==> src/frld_pkg.sv <==
`timescale 1ns / 1ps
`default_nettype none

package frld_pkg;

  // accumulator and log datapath widths
  localparam int SUM_W      = 40;
  localparam int CFG_W      = 10;
  localparam int LOG_FRAC   = 24;
  localparam int ITER_W     = $clog2(LOG_FRAC);

  // 2560*log10(2) in Q.16
  localparam logic [31:0] LOG_K       = 32'd50504453;
  // log2(32768^2) = 30, in Q.24
  localparam logic [31:0] LOG_OFFSET  = 32'd503316480;
  // half of one output LSB in the Q.40 product
  localparam logic [63:0] ROUND_HALF  = 64'd549755813888;

  localparam int LEVEL_FLOOR          = -25600;
  localparam logic [CFG_W-1:0] FRAME_LENGTH_RESET = 10'd480;

  typedef logic signed [15:0] level_t;

endpackage

`default_nettype wire

==> src/frame_rms_level_dbfs.sv <==
`timescale 1ns / 1ps
`default_nettype none

// Frame RMS level meter, dBFS output in 1/256 dB.
//
// Input channel (in_valid/in_ready/sample): one signed 16-bit PCM sample
// per word. Each word is squared and added to a 40-bit running sum.
// Output channel (out_valid/out_ready/level_db_q8/silent): one word per
// frame, 20*log10(rms/32768) rounded half up, clamped to [-100, 0] dB.
// Config channel (cfg_valid/cfg_ready/frame_length): samples per frame,
// 0 acts as 1, values above MAX_FRAME_LENGTH saturate. Always ready.
//
// Sample handling: a sample that does not close a frame keeps the block
// busy while it is squared in the shared multiplier and then accumulated.
// A closing sample whose sum of squares is below the frame length gives a
// silent word at the floor; otherwise it starts the log sequence: two
// normalizations, two 24-step log2 iterations (one squaring in the shared
// 32x32 multiplier, one bit decision per step), then the scale multiply,
// rounding and clamp. The single multiplier serves all of these steps.
// Reset clears the sum and the sample count and drops any pending output
// word; the frame length returns to 480. A stalled receiver holds the
// result in the output register; samples are still taken until the next
// frame result is ready to be loaded, then input stalls until the old
// word is taken.
module frame_rms_level_dbfs
  import frld_pkg::*;
#(
  parameter int MAX_FRAME_LENGTH = 512
) (
  input  wire              clk,
  input  wire              rst,
  input  wire              in_valid,
  output logic             in_ready,
  input  wire signed [15:0] sample,
  output logic             out_valid,
  input  wire              out_ready,
  output level_t           level_db_q8,
  output logic             silent,
  input  wire              cfg_valid,
  output logic             cfg_ready,
  input  wire [CFG_W-1:0]  frame_length
);

  localparam int LEN_W = $clog2(MAX_FRAME_LENGTH + 1);
  localparam int CMP_W = (LEN_W > CFG_W) ? LEN_W : CFG_W;

  // sequencer codes
  localparam logic [3:0] S_IDLE  = 4'd0;
  localparam logic [3:0] S_ACC   = 4'd1;
  localparam logic [3:0] S_CHK   = 4'd2;
  localparam logic [3:0] S_NORM  = 4'd3;
  localparam logic [3:0] S_MUL   = 4'd4;
  localparam logic [3:0] S_SQR   = 4'd5;
  localparam logic [3:0] S_DIFF  = 4'd6;
  localparam logic [3:0] S_ABS   = 4'd7;
  localparam logic [3:0] S_PMUL  = 4'd8;
  localparam logic [3:0] S_SIGN  = 4'd9;
  localparam logic [3:0] S_RND   = 4'd10;
  localparam logic [3:0] S_CLAMP = 4'd11;
  localparam logic [3:0] S_OUT   = 4'd12;

  logic [3:0]          state;
  logic [CFG_W-1:0]    frame_len;
  logic [SUM_W-1:0]    square_sum;
  logic [CFG_W-1:0]    sample_count;
  logic [LEN_W-1:0]    len;
  logic [SUM_W-1:0]    x;          // normalizer shift register
  logic [5:0]          e;          // exponent (top set bit index)
  logic [LOG_FRAC-1:0] frac;       // log2 fraction bits, MSB first
  logic [ITER_W-1:0]   iter;
  logic                on_len;     // second pass: log2 of the length
  logic [29:0]         log_s;
  logic [31:0]         m;          // Q1.31 mantissa, also |d| operand
  logic [63:0]         prod;
  logic [31:0]         d;
  logic                neg;
  logic signed [23:0]  lvl;
  level_t              res_level;
  logic                res_silent;

  logic [15:0]         mag;
  logic [31:0]         mul_a;
  logic [31:0]         mul_b;
  logic [63:0]         mul_p;
  logic [CMP_W-1:0]    fl_ext;
  logic [CMP_W-1:0]    eff_ext;
  logic [LEN_W-1:0]    len_eff;
  logic [CFG_W-1:0]    cnt_inc;
  logic [63:0]         rnd;
  logic                load_out;

  assign in_ready  = (state == S_IDLE);
  assign cfg_ready = 1'b1;
  assign mag       = sample[15] ? 16'(~$unsigned(sample) + 16'd1) : $unsigned(sample);

  // effective frame length: 0 acts as 1, saturate at the maximum
  always_comb begin
    fl_ext = CMP_W'(frame_len);
    if (fl_ext == '0) begin
      eff_ext = CMP_W'(1);
    end else if (fl_ext > CMP_W'(MAX_FRAME_LENGTH)) begin
      eff_ext = CMP_W'(MAX_FRAME_LENGTH);
    end else begin
      eff_ext = fl_ext;
    end
    len_eff = LEN_W'(eff_ext);
  end

  assign cnt_inc = sample_count + CFG_W'(1);

  // shared multiplier operand select
  always_comb begin
    case (state)
      S_IDLE: begin
        mul_a = {16'd0, mag};
        mul_b = {16'd0, mag};
      end
      S_PMUL: begin
        mul_a = m;
        mul_b = LOG_K;
      end
      default: begin
        mul_a = m;
        mul_b = m;
      end
    endcase
  end

  assign mul_p    = mul_a * mul_b;
  assign rnd      = prod + ROUND_HALF;
  assign load_out = !out_valid || out_ready;

  always_ff @(posedge clk) begin
    if (rst) begin
      state        <= S_IDLE;
      frame_len    <= FRAME_LENGTH_RESET;
      square_sum   <= '0;
      sample_count <= '0;
      on_len       <= 1'b0;
      out_valid    <= 1'b0;
    end else begin
      if (cfg_valid) begin
        frame_len <= frame_length;
      end
      // in S_OUT the load below decides out_valid
      if (out_valid && out_ready && state != S_OUT) begin
        out_valid <= 1'b0;
      end

      case (state)
        S_IDLE: begin
          if (in_valid) begin
            prod  <= mul_p;
            state <= S_ACC;
          end
        end

        S_ACC: begin
          square_sum   <= square_sum + SUM_W'(prod[31:0]);
          sample_count <= cnt_inc;
          if (CMP_W'(cnt_inc) >= CMP_W'(len_eff)) begin
            len   <= len_eff;
            state <= S_CHK;
          end else begin
            state <= S_IDLE;
          end
        end

        S_CHK: begin
          if (square_sum < SUM_W'(len)) begin
            res_level  <= level_t'(LEVEL_FLOOR);
            res_silent <= 1'b1;
            state      <= S_OUT;
          end else begin
            x      <= square_sum;
            e      <= 6'(SUM_W - 1);
            on_len <= 1'b0;
            state  <= S_NORM;
          end
        end

        // coarse steps of 8, then single steps, until bit 39 is set
        S_NORM: begin
          if (x[SUM_W-1]) begin
            m     <= x[SUM_W-1 -: 32];
            iter  <= '0;
            state <= S_MUL;
          end else if (x[SUM_W-1 -: 8] == 8'd0) begin
            x <= {x[SUM_W-9:0], 8'd0};
            e <= e - 6'd8;
          end else begin
            x <= {x[SUM_W-2:0], 1'b0};
            e <= e - 6'd1;
          end
        end

        S_MUL: begin
          prod  <= mul_p;
          state <= S_SQR;
        end

        // square >= 2 in Q2.62 gives a 1 bit and a halving
        S_SQR: begin
          frac <= {frac[LOG_FRAC-2:0], prod[63]};
          m    <= prod[63] ? prod[63:32] : prod[62:31];
          iter <= iter + ITER_W'(1);
          if (iter == ITER_W'(LOG_FRAC - 1)) begin
            if (!on_len) begin
              log_s  <= {e, frac[LOG_FRAC-2:0], prod[63]};
              x      <= SUM_W'(len);
              e      <= 6'(SUM_W - 1);
              on_len <= 1'b1;
              state  <= S_NORM;
            end else begin
              state <= S_DIFF;
            end
          end else begin
            state <= S_MUL;
          end
        end

        S_DIFF: begin
          d     <= {2'b00, log_s} - {2'b00, e, frac} - LOG_OFFSET;
          state <= S_ABS;
        end

        S_ABS: begin
          m     <= d[31] ? (~d + 32'd1) : d;
          neg   <= d[31];
          state <= S_PMUL;
        end

        S_PMUL: begin
          prod  <= mul_p;
          state <= S_SIGN;
        end

        S_SIGN: begin
          prod  <= neg ? (~prod + 64'd1) : prod;
          state <= S_RND;
        end

        S_RND: begin
          lvl   <= $signed(rnd[63:40]);
          state <= S_CLAMP;
        end

        S_CLAMP: begin
          if (lvl < LEVEL_FLOOR) begin
            res_level <= level_t'(LEVEL_FLOOR);
          end else if (lvl > 0) begin
            res_level <= '0;
          end else begin
            res_level <= lvl[15:0];
          end
          res_silent <= 1'b0;
          state      <= S_OUT;
        end

        S_OUT: begin
          if (load_out) begin
            level_db_q8  <= res_level;
            silent       <= res_silent;
            out_valid    <= 1'b1;
            square_sum   <= '0;
            sample_count <= '0;
            state        <= S_IDLE;
          end
        end

        default: begin
          state <= S_IDLE;
        end
      endcase
    end
  end

endmodule

`default_nettype wire

==> config.mk <==
export PLATFORM = sky130hd
export DESIGN_NAME = frame_rms_level_dbfs
export DESIGN_NICKNAME = d
export VERILOG_FILES = /design/src/frld_pkg.sv /design/src/frame_rms_level_dbfs.sv
export SDC_FILE = /design/constraint.sdc
export NUM_CORES = 2
export LEC_CHECK = 0
export BUFFER_PORTS_ARGS = -buffer_cell sky130_fd_sc_hd__buf_2
export CAP_MARGIN = 10
export CORE_MARGIN = 3
export CORE_UTILIZATION = 30
export DETAILED_ROUTE_END_ITERATION = 7
export PLACE_DENSITY_LB_ADDON = 0.12
export SYNTH_ARGS = -nofsm -noshare
export SYNTH_HDL_FRONTEND = slang
export SYNTH_SLANG_ARGS = --single-unit
==> constraint.sdc <==
create_clock -name clk -period 12.89 [get_ports clk]
set_clock_uncertainty 0.15 [all_clocks]
set_input_delay 1.9335 -clock clk [delete_from_list [all_inputs] [get_ports clk]]
set_output_delay 1.9335 -clock clk [all_outputs]
set_load 0.005 [all_outputs]
==> impl_results.md <==
* Critical Path RT at 13.16 ns
* Dominant synthesized flop cell: edfxtp_1
* Crit path arrival time at 12.27 ns
* Ys async rst share at 0
* Clock insertion delay at the later pin of the skew report at 0.59 ns
* WHS Path Cells at 0
* Sequential fraction of the synthesis area at 0.190
* Gr usage total at 0.221
* Final setup fails at 0
* Unique masters post-synth at 89
* First-pass DRT Iterations at 5
* Cell Area, Synth at 54,700 um^2
* Tcrit/Tclk final at 0.931
* Residual DRC at 0
* CP Capture Type: register
* Most frequent cell after synthesis: inv_1
* Row count at 156
* Core ar. at 181,000 um^2
* Synth cell count leaders: inv_1, fa_1, nand2_1, nor2_1, ha_1
* Hold wc startpoint: res_level[9]
* R2R Path Start: state[2]
* Initial DRC Count at 3,081
* Detail Route Antenna Nets at 0
* Hold_buf cts at 0
* Top Ports at 51
* Slew @ Worst Pin at 1.21 ns
* Reg2reg path depth at 32
* Setup bufs post-CTS at 0
* Via Count at 42,206
* PortBufs at 49
* First-pass GRT wire length at 306,000 um
* CP startpoint kind: primary input
* Yosys top cell area share at 0.329
* Synthesized flop and latch total at 368
* Average routed wire per standard cell at 24.1 um
* Max Clk Rate at 0.0833 GHz
* Largest net degree at the start of global routing at 83
* R2R Path End: prod[61]
* Top cells by area, synth: fa_1, edfxtp_1, inv_1
* Final Critical Period at 12.00 ns
* Die width at 433 um
* Fin. max-slew vios at 0
* Total CTS buffers at 42
* Post-CTS sizing at 0
* CTS tree: built
* GPL Wtd Cong at 0.946
* Clk root buf: clkbuf_16
* Starting Density at 0.302
* Post-synth EDFFs at 302
* Synthesis warning total at 0
* Total wire length at 205,000 um
* Crit Path Max Fanout at 9
* Total die area at 188,000 um^2
* Type of the most critical hold path: reg -> reg
* Slew headroom at 0.192
* # clock sinks at 368
* H-tree depth at 2
* Avg Cell Area, Syn at 8.92 um^2
* Total congestion overflow at 0
* Clk slew on worst S/H paths at 0.06 ns
* Max stage delay on crit path at 0.76 ns
* Setup TNS at 0 ns
* Initial antenna violation count at 3
* Number of global-route vias before repair at 44,387
* Post-DP HPWL at 163,000 um
* Register-to-register setup slack at 1.15 ns
* Die Ht at 433 um
* Fin. Hold Viols at 0
* RSZ-0062 raised after global routing: no
* Family with the most delay on the worst path: adder cells
* Synthesized net count at 7,414
* Share of cells above drive strength 1 at 0.0604
* Crit path buf inv count at 8
* CP max-delay cell: a21oi_2
* Nets at 7,372
* Area leader, netlist: fa_1
* Post-Syn Instances at 6,131
* Max-cap check violation count at 0
* Top cell by count, worst path: fa_1
* Area growth syn-to-layout at 8.98%
* WS Path Type: in -> reg
* Vias per inst at 4.97
* CTS Buffer Depth at 3
* Status: completed
* WHS Endpoint: level_db_q8[9]
## final cells by class
type / instances / area, um^2
fillers: 19014 / 121000
multi-input cells: 4250 / 38800
clock inverters: 19 / 185
well taps: 2370 / 2970
flip-flops and latches: 368 / 10400
inverters: 1209 / 4540
repair buffers: 218 / 1540
diodes: 1 / 2.50
clock buffers: 57 / 1230
## registers in the layout, summed over array words and instances, names as in the netlist, 5 cells and up
signal,count
frac,24
fl_ext,10
e,6
d,32
x,40
sample_count,10
log_s,30
res_level,16
square_sum,40
level_db_q8,16
iter,5
lvl,24
prod,64
m,32
len,10
## metrics by stage
stage          area [um^2]  hold WS [ns]  instances  utilization  setup WS (ns)
5_1_grt              59600         0.272       8491        0.330          0.494
3_3_place_gp         58200         0.257       8415        0.322          0.339
6_report             59600         0.268       8492        0.330          0.891
4_1_cts              59600         0.269       8491        0.330          0.895
2_1_floorplan        54700         0.250       6131            -           1.75
3_5_place_dp         58200         0.256       8415        0.322          0.296
## layout by cell type (no fill, tap or decap), types with 35 or more instances in the layout
cell type	Yosys	layout
nand2_1	871	870
inv_1	1198	1196
nor3_1	49	45
mux2i_1	71	71
dfxtp_1	66	65
edfxtp_1	302	302
fa_1	898	898
and2_1	58	59
buf_2	9	49
xor2_1	83	83
xnor2_1	146	146
clkbuf_16	0	47
a21o_1	99	99
o31ai_1	35	35
nor4_1	39	38
o21ai_0	181	181
nand4_1	45	45
nand3_1	85	84
and3_1	67	67
buf_4	1	167
a21oi_1	267	255
nor2_1	510	505
ha_1	354	354
## worst max path at each step
stage                     startpoint        to  slack [ns]  depth (start not counted)
after floorplan            sample[9]  prod[61]        1.75                         31
after global placement     sample[5]  prod[47]        0.34                         34
after detailed placement   sample[5]  prod[61]        0.30                         33
after CTS                  sample[5]  prod[47]        0.90                         34
after global routing       sample[5]  prod[47]        0.49                         34
final                      sample[5]  prod[61]        0.89                         33
## routing by layer
metal  global-route usage  share of wire  wire, um  vias to the layer above
met5                    0              0         0                        -
met4               0.0600          0.032      6620                        0
met3               0.0278          0.060     12200                      236
met2                0.354           0.46     93500                     1240
met1                0.313           0.45     92700                    21476
li1                     -              -         -                    19254
## logic make-up after synthesis
group | after synthesis | synth area share
mux | 74 | 0.0136
xor+xnor | 229 | 0.0367
compound gates | 799 | 0.0914
flops | 368 | 0.190
fa+ha+maj | 1252 | 0.410
other cells | 1 | 0.0000685
simple gates | 1895 | 0.155
buf+inv | 1513 | 0.104
Power is not shown: default switching activity piles up to over one toggle a cycle in this logic, so the estimate is an artifact.
